`config.mk`:
```
export PLATFORM = sky130hd
export DESIGN_NAME = gear_shift_sequencer
export DESIGN_NICKNAME = d
export VERILOG_FILES = /design/src/hdl/gss_pkg.sv /design/src/hdl/gear_shift_sequencer.sv
export SDC_FILE = /design/constraint.sdc
export NUM_CORES = 1
export LEC_CHECK = 0
export BUFFER_PORTS_ARGS = -buffer_cell sky130_fd_sc_hd__buf_2
export CORE_MARGIN = 8
export CORE_UTILIZATION = 50
export CTS_CLUSTER_DIAMETER = 150
export DETAILED_ROUTE_END_ITERATION = 16
export GPL_TIMING_DRIVEN = 0
export PLACE_DENSITY = 0.69
export SYNTH_ARGS = -nofsm -noshare
export SYNTH_HDL_FRONTEND = slang
export SYNTH_SLANG_ARGS = --single-unit
```
`constraint.sdc`:
```
create_clock -name i_clk -period 9 [get_ports i_clk]
set_clock_uncertainty 0.1 [all_clocks]
set_input_delay 0.9 -clock i_clk [delete_from_list [all_inputs] [get_ports i_clk]]
set_output_delay 0.9 -clock i_clk [all_outputs]
set_load 0.005 [all_outputs]
```
`src/hdl/gss_pkg.sv`:
```
`default_nettype none
// ----------------------------------------------------------------------------
// gss_pkg
// Shared types, codes and sequencing functions of the gear shift sequencer.
// ----------------------------------------------------------------------------
package gss_pkg;

    localparam int unsigned TIME_W  = 10;
    localparam int unsigned PEND_W  = 8;
    localparam int unsigned RPM_W   = 16;
    localparam int unsigned CMD_W   = 3;
    localparam int unsigned BYTE_W  = 8;
    localparam int unsigned ADDR_W  = 5;
    localparam int unsigned DATA_W  = 32;
    localparam int unsigned THR_W   = 17;

    // commands
    localparam logic [CMD_W-1:0] CMD_TICK    = 3'd0;
    localparam logic [CMD_W-1:0] CMD_UP      = 3'd1;
    localparam logic [CMD_W-1:0] CMD_DOWN    = 3'd2;
    localparam logic [CMD_W-1:0] CMD_NEUTRAL = 3'd3;
    localparam logic [CMD_W-1:0] CMD_FRAME   = 3'd4;

    // register indexes
    localparam logic [2:0] REG_UP_HOLD    = 3'd0;
    localparam logic [2:0] REG_DN_LEAD    = 3'd1;
    localparam logic [2:0] REG_DN_HOLD    = 3'd2;
    localparam logic [2:0] REG_DN_TRAIL   = 3'd3;
    localparam logic [2:0] REG_POST_DELAY = 3'd4;
    localparam logic [2:0] REG_NEUT_EXT   = 3'd5;
    localparam logic [2:0] REG_AUTO_THR   = 3'd6;
    localparam logic [2:0] REG_ACCEL      = 3'd7;

    // up phases
    localparam logic [1:0] UP_IDLE = 2'd0;
    localparam logic [1:0] UP_HOLD = 2'd1;
    localparam logic [1:0] UP_EXT  = 2'd2;

    // down phases
    localparam logic [2:0] DN_IDLE  = 3'd0;
    localparam logic [2:0] DN_LEAD  = 3'd1;
    localparam logic [2:0] DN_HOLD  = 3'd2;
    localparam logic [2:0] DN_EXT   = 3'd3;
    localparam logic [2:0] DN_TRAIL = 3'd4;
    localparam logic [2:0] DN_POST  = 3'd5;

    localparam logic [BYTE_W-1:0] FRAME_TAG0 = 8'h82;
    localparam logic [BYTE_W-1:0] FRAME_TAG1 = 8'h81;
    localparam logic [BYTE_W-1:0] FRAME_TAG2 = 8'h80;

    localparam logic [RPM_W-1:0] RPM_LOW_LIMIT  = 16'd100;
    localparam logic [RPM_W-1:0] RPM_HIGH_LIMIT = 16'd500;
    localparam logic [THR_W-1:0] RPM_SCALE      = 17'd100;
    localparam logic [PEND_W-1:0] PEND_MAX      = 8'd255;

    localparam logic [TIME_W-1:0] RST_UP_HOLD    = 10'd200;
    localparam logic [TIME_W-1:0] RST_DN_LEAD    = 10'd30;
    localparam logic [TIME_W-1:0] RST_DN_HOLD    = 10'd150;
    localparam logic [TIME_W-1:0] RST_DN_TRAIL   = 10'd30;
    localparam logic [TIME_W-1:0] RST_POST_DELAY = 10'd100;
    localparam logic [TIME_W-1:0] RST_NEUT_EXT   = 10'd50;
    localparam logic [TIME_W-1:0] RST_AUTO_THR   = 10'd20;

    typedef struct packed {
        logic [TIME_W-1:0] up_hold_time;
        logic [TIME_W-1:0] down_clutch_lead;
        logic [TIME_W-1:0] down_hold_time;
        logic [TIME_W-1:0] down_clutch_trail;
        logic [TIME_W-1:0] post_shift_delay;
        logic [TIME_W-1:0] neutral_extend_time;
        logic [TIME_W-1:0] auto_up_rpm_hundreds;
        logic              accel_mode;
    } t_cfg;

    typedef struct packed {
        logic             up_solenoid;
        logic             down_solenoid;
        logic             clutch_valve;
        logic             up_lamp;
        logic             down_lamp;
        logic             shift_refused;
        logic             auto_up_fired;
        logic [RPM_W-1:0] engine_rpm;
    } t_res;

    typedef struct packed {
        logic [1:0]        phase;
        logic [TIME_W-1:0] timer;
        logic              take;
    } t_up_step;

    typedef struct packed {
        logic [2:0]        phase;
        logic [TIME_W-1:0] timer;
        logic              take;
    } t_dn_step;

    // end of an up phase whose timer has run out
    function automatic t_up_step up_finish(input logic [1:0] phase,
                                           input logic pend_nz,
                                           input t_cfg cfg);
        t_up_step s;
        s.phase = UP_IDLE;
        s.timer = '0;
        s.take  = 1'b0;
        if (phase == UP_HOLD && pend_nz) begin
            s.take = 1'b1;
            if (cfg.neutral_extend_time != '0) begin
                s.phase = UP_EXT;
                s.timer = cfg.neutral_extend_time;
            end
        end
        return s;
    endfunction

    // walks down phases until one with a nonzero time, at most five steps
    function automatic t_dn_step dn_finish(input logic [2:0] phase,
                                           input logic pend_nz,
                                           input t_cfg cfg);
        t_dn_step s;
        logic     done;
        s.phase = phase;
        s.timer = '0;
        s.take  = 1'b0;
        done    = 1'b0;
        for (int i = 0; i < 5; i++) begin
            if (!done) begin
                case (s.phase)
                    DN_LEAD: begin
                        s.phase = DN_HOLD;
                        s.timer = cfg.down_hold_time;
                    end
                    DN_HOLD: begin
                        if (pend_nz) begin
                            s.take  = 1'b1;
                            s.phase = DN_EXT;
                            s.timer = cfg.neutral_extend_time;
                        end else begin
                            s.phase = DN_TRAIL;
                            s.timer = cfg.down_clutch_trail;
                        end
                    end
                    DN_EXT: begin
                        s.phase = DN_TRAIL;
                        s.timer = cfg.down_clutch_trail;
                    end
                    DN_TRAIL: begin
                        s.phase = DN_POST;
                        s.timer = cfg.post_shift_delay;
                    end
                    default: begin
                        s.phase = DN_IDLE;
                        s.timer = '0;
                        done    = 1'b1;
                    end
                endcase
                if (s.timer != '0) begin
                    done = 1'b1;
                end
            end
        end
        return s;
    endfunction

endpackage
`default_nettype wire

```
`src/hdl/gear_shift_sequencer.sv`:
```
`default_nettype none
// ----------------------------------------------------------------------------
// gear_shift_sequencer
// Event driven up/down gearshift actuator sequencer with APB register port.
// ----------------------------------------------------------------------------
// Takes one word per clock cycle while o_ready is high (tick, up, down, neutral
// or engine frame) and returns one result word per input word, the actuator
// levels after that event. The whole update is one pass of logic into the
// state and result registers (the skid register when the output stalls). A
// two-entry output buffer (result register plus skid register) keeps o_ready
// high for one stalled result; input stalls only when both entries are full.
module gear_shift_sequencer (
    input  wire logic                           i_clk,
    input  wire logic                           i_rst_n,
    input  wire logic                           i_valid,
    output logic                                o_ready,
    input  wire logic [gss_pkg::CMD_W-1:0]      i_command,
    input  wire logic [gss_pkg::BYTE_W-1:0]     i_frame_tag0,
    input  wire logic [gss_pkg::BYTE_W-1:0]     i_frame_tag1,
    input  wire logic [gss_pkg::BYTE_W-1:0]     i_frame_tag2,
    input  wire logic [gss_pkg::BYTE_W-1:0]     i_rpm_high_byte,
    input  wire logic [gss_pkg::BYTE_W-1:0]     i_rpm_low_byte,
    output logic                                o_valid,
    input  wire logic                           i_ready,
    output logic                                o_up_solenoid,
    output logic                                o_down_solenoid,
    output logic                                o_clutch_valve,
    output logic                                o_up_lamp,
    output logic                                o_down_lamp,
    output logic                                o_shift_refused,
    output logic                                o_auto_up_fired,
    output logic [gss_pkg::RPM_W-1:0]           o_engine_rpm,
    input  wire logic                           psel,
    input  wire logic                           penable,
    input  wire logic                           pwrite,
    input  wire logic [gss_pkg::ADDR_W-1:0]     paddr,
    input  wire logic [gss_pkg::DATA_W-1:0]     pwdata,
    output logic [gss_pkg::DATA_W-1:0]          prdata,
    output logic                                pready
);

    gss_pkg::t_cfg                      r_cfg;
    logic [1:0]                         r_up_phase, n_up_phase;
    logic [gss_pkg::TIME_W-1:0]         r_up_timer, n_up_timer;
    logic [2:0]                         r_dn_phase, n_dn_phase;
    logic [gss_pkg::TIME_W-1:0]         r_dn_timer, n_dn_timer;
    logic [gss_pkg::PEND_W-1:0]         r_pend, n_pend;
    logic [gss_pkg::RPM_W-1:0]          r_rpm, n_rpm;
    gss_pkg::t_res                      r_out, r_skd, res;
    logic                               r_out_vld, r_skd_vld;

    logic                               in_acc, out_acc, cfg_wr;
    logic [2:0]                         cfg_idx;
    logic                               frame_ok, fire, up_go, win_ok;
    logic [gss_pkg::RPM_W-1:0]          rpm_new;
    logic [gss_pkg::THR_W-1:0]          thr_rpm;
    logic [gss_pkg::PEND_W-1:0]         pend_mid;
    logic [gss_pkg::TIME_W-1:0]         up_dec, dn_dec;
    gss_pkg::t_up_step                  up_s;
    gss_pkg::t_dn_step                  dn_s;
    logic                               refused;

    assign in_acc  = i_valid && o_ready;
    assign out_acc = r_out_vld && i_ready;
    assign o_ready = !r_skd_vld;
    assign o_valid = r_out_vld;
    assign pready  = 1'b1;
    assign cfg_wr  = psel && penable && pwrite;
    assign cfg_idx = paddr[gss_pkg::ADDR_W-1:2];

    // register port
    always_ff @(posedge i_clk) begin
        if (!i_rst_n) begin
            r_cfg.up_hold_time         <= gss_pkg::RST_UP_HOLD;
            r_cfg.down_clutch_lead     <= gss_pkg::RST_DN_LEAD;
            r_cfg.down_hold_time       <= gss_pkg::RST_DN_HOLD;
            r_cfg.down_clutch_trail    <= gss_pkg::RST_DN_TRAIL;
            r_cfg.post_shift_delay     <= gss_pkg::RST_POST_DELAY;
            r_cfg.neutral_extend_time  <= gss_pkg::RST_NEUT_EXT;
            r_cfg.auto_up_rpm_hundreds <= gss_pkg::RST_AUTO_THR;
            r_cfg.accel_mode           <= 1'b0;
        end else if (cfg_wr) begin
            unique case (cfg_idx)
                gss_pkg::REG_UP_HOLD:    r_cfg.up_hold_time <= pwdata[9:0];
                gss_pkg::REG_DN_LEAD:    r_cfg.down_clutch_lead <= pwdata[9:0];
                gss_pkg::REG_DN_HOLD:    r_cfg.down_hold_time <= pwdata[9:0];
                gss_pkg::REG_DN_TRAIL:   r_cfg.down_clutch_trail <= pwdata[9:0];
                gss_pkg::REG_POST_DELAY: r_cfg.post_shift_delay <= pwdata[9:0];
                gss_pkg::REG_NEUT_EXT:   r_cfg.neutral_extend_time <= pwdata[9:0];
                gss_pkg::REG_AUTO_THR:   r_cfg.auto_up_rpm_hundreds <= pwdata[9:0];
                gss_pkg::REG_ACCEL:      r_cfg.accel_mode <= pwdata[0];
                default: ;
            endcase
        end
    end

    always_comb begin
        prdata = '0;
        unique case (cfg_idx)
            gss_pkg::REG_UP_HOLD:    prdata = 32'(r_cfg.up_hold_time);
            gss_pkg::REG_DN_LEAD:    prdata = 32'(r_cfg.down_clutch_lead);
            gss_pkg::REG_DN_HOLD:    prdata = 32'(r_cfg.down_hold_time);
            gss_pkg::REG_DN_TRAIL:   prdata = 32'(r_cfg.down_clutch_trail);
            gss_pkg::REG_POST_DELAY: prdata = 32'(r_cfg.post_shift_delay);
            gss_pkg::REG_NEUT_EXT:   prdata = 32'(r_cfg.neutral_extend_time);
            gss_pkg::REG_AUTO_THR:   prdata = 32'(r_cfg.auto_up_rpm_hundreds);
            gss_pkg::REG_ACCEL:      prdata = 32'(r_cfg.accel_mode);
            default:                 prdata = '0;
        endcase
    end

    // event decode
    assign frame_ok = (i_command == gss_pkg::CMD_FRAME) &&
                      (i_frame_tag0 == gss_pkg::FRAME_TAG0) &&
                      (i_frame_tag1 == gss_pkg::FRAME_TAG1) &&
                      (i_frame_tag2 == gss_pkg::FRAME_TAG2);
    assign rpm_new  = frame_ok ? {i_rpm_high_byte, i_rpm_low_byte} : r_rpm;
    assign thr_rpm  = gss_pkg::THR_W'(r_cfg.auto_up_rpm_hundreds) * gss_pkg::RPM_SCALE;
    assign fire     = frame_ok && r_cfg.accel_mode &&
                      (gss_pkg::THR_W'(rpm_new) > thr_rpm);
    assign up_go    = (i_command == gss_pkg::CMD_UP) || fire;
    assign win_ok   = (rpm_new < gss_pkg::RPM_LOW_LIMIT) ||
                      (rpm_new > gss_pkg::RPM_HIGH_LIMIT);
    assign up_dec   = (r_up_timer != '0) ? r_up_timer - 10'd1 : '0;
    assign dn_dec   = (r_dn_timer != '0) ? r_dn_timer - 10'd1 : '0;

    always_comb begin
        n_up_phase = r_up_phase;
        n_up_timer = r_up_timer;
        n_dn_phase = r_dn_phase;
        n_dn_timer = r_dn_timer;
        n_pend     = r_pend;
        n_rpm      = rpm_new;
        refused    = 1'b0;
        pend_mid   = r_pend;
        up_s       = gss_pkg::up_finish(gss_pkg::UP_HOLD, r_pend != '0, r_cfg);
        dn_s       = gss_pkg::dn_finish(gss_pkg::DN_LEAD, r_pend != '0, r_cfg);
        case (i_command)
            gss_pkg::CMD_TICK: begin
                up_s = gss_pkg::up_finish(r_up_phase, r_pend != '0, r_cfg);
                if (r_up_phase != gss_pkg::UP_IDLE) begin
                    if (up_dec == '0) begin
                        n_up_phase = up_s.phase;
                        n_up_timer = up_s.timer;
                        pend_mid   = r_pend - gss_pkg::PEND_W'(up_s.take);
                    end else begin
                        n_up_timer = up_dec;
                    end
                end
                dn_s = gss_pkg::dn_finish(r_dn_phase, pend_mid != '0, r_cfg);
                n_pend = pend_mid;
                if (r_dn_phase != gss_pkg::DN_IDLE) begin
                    if (dn_dec == '0) begin
                        n_dn_phase = dn_s.phase;
                        n_dn_timer = dn_s.timer;
                        n_pend     = pend_mid - gss_pkg::PEND_W'(dn_s.take);
                    end else begin
                        n_dn_timer = dn_dec;
                    end
                end
            end
            gss_pkg::CMD_DOWN: begin
                if (r_dn_phase == gss_pkg::DN_IDLE) begin
                    if (!win_ok) begin
                        refused = 1'b1;
                    end else if (r_cfg.down_clutch_lead != '0) begin
                        n_dn_phase = gss_pkg::DN_LEAD;
                        n_dn_timer = r_cfg.down_clutch_lead;
                    end else begin
                        n_dn_phase = dn_s.phase;
                        n_dn_timer = dn_s.timer;
                        n_pend     = r_pend - gss_pkg::PEND_W'(dn_s.take);
                    end
                end
            end
            gss_pkg::CMD_NEUTRAL: begin
                if (r_pend != gss_pkg::PEND_MAX) begin
                    n_pend = r_pend + 8'd1;
                end
            end
            default: begin
                // up request and engine frame share the up start path
                if (up_go && r_up_phase == gss_pkg::UP_IDLE) begin
                    if (!win_ok) begin
                        refused = 1'b1;
                    end else if (r_cfg.up_hold_time != '0) begin
                        n_up_phase = gss_pkg::UP_HOLD;
                        n_up_timer = r_cfg.up_hold_time;
                    end else begin
                        n_up_phase = up_s.phase;
                        n_up_timer = up_s.timer;
                        n_pend     = r_pend - gss_pkg::PEND_W'(up_s.take);
                    end
                end
            end
        endcase
    end

    always_comb begin
        res.up_solenoid   = (n_up_phase == gss_pkg::UP_HOLD) ||
                            (n_up_phase == gss_pkg::UP_EXT);
        res.down_solenoid = (n_dn_phase == gss_pkg::DN_HOLD) ||
                            (n_dn_phase == gss_pkg::DN_EXT);
        res.clutch_valve  = (n_dn_phase == gss_pkg::DN_LEAD) ||
                            (n_dn_phase == gss_pkg::DN_HOLD) ||
                            (n_dn_phase == gss_pkg::DN_EXT)  ||
                            (n_dn_phase == gss_pkg::DN_TRAIL);
        res.up_lamp       = (n_up_phase != gss_pkg::UP_IDLE);
        res.down_lamp     = (n_dn_phase != gss_pkg::DN_IDLE);
        res.shift_refused = refused;
        res.auto_up_fired = fire;
        res.engine_rpm    = n_rpm;
    end

    always_ff @(posedge i_clk) begin
        if (!i_rst_n) begin
            r_up_phase <= gss_pkg::UP_IDLE;
            r_up_timer <= '0;
            r_dn_phase <= gss_pkg::DN_IDLE;
            r_dn_timer <= '0;
            r_pend     <= '0;
            r_rpm      <= '0;
        end else if (in_acc) begin
            r_up_phase <= n_up_phase;
            r_up_timer <= n_up_timer;
            r_dn_phase <= n_dn_phase;
            r_dn_timer <= n_dn_timer;
            r_pend     <= n_pend;
            r_rpm      <= n_rpm;
        end
    end

    // result register plus skid entry
    always_ff @(posedge i_clk) begin
        if (!i_rst_n) begin
            r_out_vld <= 1'b0;
            r_skd_vld <= 1'b0;
        end else if (!r_out_vld || out_acc) begin
            if (r_skd_vld) begin
                r_out_vld <= 1'b1;
                r_skd_vld <= 1'b0;
            end else begin
                r_out_vld <= in_acc;
            end
        end else if (in_acc) begin
            r_skd_vld <= 1'b1;
        end
    end

    always_ff @(posedge i_clk) begin
        if (!r_out_vld || out_acc) begin
            r_out <= r_skd_vld ? r_skd : res;
        end else if (in_acc) begin
            r_skd <= res;
        end
    end

    assign o_up_solenoid   = r_out.up_solenoid;
    assign o_down_solenoid = r_out.down_solenoid;
    assign o_clutch_valve  = r_out.clutch_valve;
    assign o_up_lamp       = r_out.up_lamp;
    assign o_down_lamp     = r_out.down_lamp;
    assign o_shift_refused = r_out.shift_refused;
    assign o_auto_up_fired = r_out.auto_up_fired;
    assign o_engine_rpm    = r_out.engine_rpm;

`ifndef ASSERT_OFF
    a_skid_needs_out: assert property (@(posedge i_clk) disable iff (!i_rst_n)
        r_skd_vld |-> r_out_vld)
        else $error("skid entry held without result entry");

    a_down_has_clutch: assert property (@(posedge i_clk) disable iff (!i_rst_n)
        (r_out_vld && r_out.down_solenoid) |-> r_out.clutch_valve)
        else $error("down solenoid driven without clutch");

    a_clutch_has_lamp: assert property (@(posedge i_clk) disable iff (!i_rst_n)
        (r_out_vld && r_out.clutch_valve) |-> r_out.down_lamp)
        else $error("clutch driven outside down sequence");

    a_tick_no_flags: assert property (@(posedge i_clk) disable iff (!i_rst_n)
        (in_acc && i_command == gss_pkg::CMD_TICK) |-> (!res.shift_refused && !res.auto_up_fired))
        else $error("request flags set on a tick");

    a_stall_holds_state: assert property (@(posedge i_clk) disable iff (!i_rst_n)
        !in_acc |=> ($stable(r_up_phase) && $stable(r_dn_phase) && $stable(r_pend)))
        else $error("sequencer state moved without an accepted word");
`endif

endmodule
`default_nettype wire

```
==> out/metrics.yaml <==
outcome:
  status: "finished, final reports clean"
logic_synthesis:
  synth_warnings: 0
  ys_async_sr_fraction_pct: 0
  ys_seq_area_share_pct: 27.2
  ys_seq_elements: 168
  syn_area_um2: 14000
  ys.flop_type: "dfxtp_1"
  synth-edff-count: 46
  syn_area_per_cell_um2: 7.84
  syn_inst: 1792
  yosysUniqueCellTypes: 111
cts:
  h-tree-depth: 4
  clock_latency_ns: 0.46
  postCtsSetupRepairBufs: 0
  cts_buffers: 17
  clk_pin_slew_worst_paths_ns: 0.08
  cts_tree: "built"
  cts_sinks: 168
  root_buffer: "clkbuf_16"
  clockBufferDepth: 2
sta:
  worstMarginPinSlew_ns: 1.29
  relSlewSlack_pct: 13.2
  setup-tns-final_ns: 0
  period_share_pct: 95.6
  slew_viol_final: 0
  max_freq_mhz: 116
  setup_viol: 0
  final.setup.worst_slack_ns: 0.397
  rsz0062_at_grt: "no"
  period_minus_slack_ns: 8.60
  hold_viol: 0
cells_and_area:
  drive_above_1_share_pct: 13.9
  final_common_cell: "nand2_1"
  seqCellArea_um2: 3820
  nFillCells: 2643
  layout.cells.non_filler: 2317
  multi_input_area_um2: 9340
  layout_common_cells: "nand2_1, nor2_1, a21oi_1"
  syn2layout_area_growth_pct: 11.9
  diodes: 0
  finalNetCount: 2088
worst_setup_path:
  crit_path_start_kind: "flop"
  cp_common_cell: "clkbuf_1"
  path_max_fanout: 11
  required_ns: 9.26
  reg2reg_from: "r_pend[4]$_SDFFE_PN0P_"
  worst-setup-path-type: "flop to flop"
  r2r_end: "r_pend[3]$_SDFFE_PN0P_"
  crit_path_end_kind: "flop"
  crit_start: "r_pend[4]$_SDFFE_PN0P_"
  endpoint: "r_pend[3]$_SDFFE_PN0P_"
  crit_slowest_cell: "or3b_2"
  ff2ff_path_depth: 34
  critical_path.max_stage_delay_ns: 0.53
  r2r_slack_ns: 0.40
  critPathArrivalTime_ns: 8.86
grt:
  grt_pass1_vias: 13800
  grt_overflow: 0
  grt_usage_pct: 33.6
  antenna_found_initial: 0
  grt_pass1_wl_mm: 86.8
  grt_start_max_net_pins: 27
pwr:
  ir_worst_vdd_v: 0.0000924
  p_leak_nw: 6.09
  power.density_nw_per_um2: 134
floorplanning:
  io-pin-count: 145
  rows: 61
  start_util_pct: 50.7
  die-area_um2: 33700
  die_w_um: 184
  die_h_um: 184
  core_um2: 27700
placed_design:
  io_buffer_count: 93
  preCtsSetupSlack_ns: 0.391
  place.gp.congestion: 0.994
  hpwl_mm: 44.6
  dp_cells: 2285
route:
  dr.pass1.iters: 8
  drt_iter0_markers: 2180
  routed_wl_mm: 57.9
  drc_errors: 0
  ant_nets: 0
  vias_per_cell: 6.50
  wl_per_cell_um: 25.0
  vias: 15100
run:
  max-cap-violations: 0
min_path:
  min_path_type: "flop to flop"
[worst min path at each step]
| stage | start | endpoint | slack (ns) | cells past startpoint |
|---|---|---|---|---|
| final | r_rpm[7]$_SDFFE_PN0P_ | r_rpm[7]$_SDFFE_PN0P_ | 0.40 | 2 |
| after global routing | r_rpm[1]$_SDFFE_PN0P_ | r_rpm[1]$_SDFFE_PN0P_ | 0.42 | 2 |
| after CTS | r_rpm[1]$_SDFFE_PN0P_ | r_rpm[1]$_SDFFE_PN0P_ | 0.40 | 2 |
| after detailed placement | r_rpm[8]$_SDFFE_PN0P_ | r_rpm[8]$_SDFFE_PN0P_ | 0.39 | 2 |
| after global placement | r_rpm[3]$_SDFFE_PN0P_ | r_rpm[3]$_SDFFE_PN0P_ | 0.38 | 2 |
| after floorplan | r_cfg[62]$_SDFFE_PN0P_ | r_cfg[62]$_SDFFE_PN0P_ | 0.36 | 2 |
[Yosys cell counts, drive strengths merged, types with 11 or more instances]
cell type	n	area, µm²
mux2	39	443
nand2	205	777
nor2	200	753
or4	12	105
xor2	12	105
nor3	72	370
o21ai	103	519
or2	17	106
nand2b	16	100
dfxtp	122	2440
o22ai	11	68.8
buf	45	310
a31oi	13	96.3
xnor2	24	210
a221oi	33	289
a222oi	12	120
edfxtp	46	1380
or3	20	130
a21oi	142	726
o211ai	20	155
inv	73	274
nand3	39	200
nor2b	11	68.8
ha	69	863
clkbuf	109	409
o31ai	17	138
a211oi	32	255
mux2i	74	753
nor4	23	150
o21a	16	120
nand4	20	131
[through the flow]
stage / hold slack [ns] / power [W] / utilization, % / instance area [µm²]
finish: 0.404 / 0.00210 / 56.7 / 15700
global route: 0.423 / 0.00217 / 56.7 / 15700
CTS: 0.404 / 0.00209 / 56.6 / 15700
detailed placement: 0.394 / 0.00135 / 54.5 / 15100
global placement: 0.380 / 0.00134 / 54.4 / 15100
floorplan: 0.356 / 0.00119 / - / 14100
[what timing repair did]
item | in CTS | in global routing
hold endpoints to repair | 0 | 0
setup endpoints to repair | 0 | 6
hold buffers | 0 | 0
resized for setup | 0 | 4
[report_power, final]
part,internal (W),switching [W],total (W)
clock,0.000379,0.000374,0.000753
sequential,0.000804,0.0000163,0.000821
combinational,0.000190,0.000337,0.000527
total,0.00137,0.000727,0.00210
[routing by layer]
metal | vias to the layer above | wire [µm] | global-route usage, %
met5 | - | 0 | 0
met4 | 0 | 2330 | 12.7
met3 | 173 | 6730 | 7.15
met2 | 954 | 24800 | 51.6
met1 | 7114 | 24100 | 45.8
li1 | 6824 | - | -
[kinds of logic after synthesis]
family                     after synthesis  share of synthesized area [%]
other                                    2                         0.0535
and+or+nand+nor                        676                           22.9
DFF                                    168                           27.2
xor gates and xnor gates                36                           2.24
buffers and inverters                  228                           7.10
AOI/OAI and AO/OA                      486                           23.8
adders and majority gates               76                           7.07
muxes                                  120                           9.64
[sequential cells by signal, summed over array words and instances, names as in the netlist, 2 cells and up]
name / flops
r_up_timer: 10
r_dn_phase: 3
r_dn_timer: 10
o_engine_rpm: 16
r_rpm: 16
r_skd: 23
r_pend: 8
r_up_phase: 2
r_cfg: 71
[cell type report]
class                      count  share of cell area [%]
buffer                       154                    4.58
clock buffer                  18                    2.79
clock inverter                14                   0.979
inverter                      74                    1.77
multi-input combinational   1417                    59.4
sequential                   168                    24.3
tap                          378                    3.01
timing repair buffer          94                    3.14
[critical path: cells and delay by family, from the launching register on]
family / cells / cell delay (ns)
AO/OA/AOI/OAI: 9 / 1.75
flip-flops: 1 / 0.35
AND/OR/NAND/NOR: 15 / 3.57
buffers and inverters: 7 / 2.01
adder cells (fa/ha/maj): 3 / 0.69
Power figures use the tool's default switching activity.
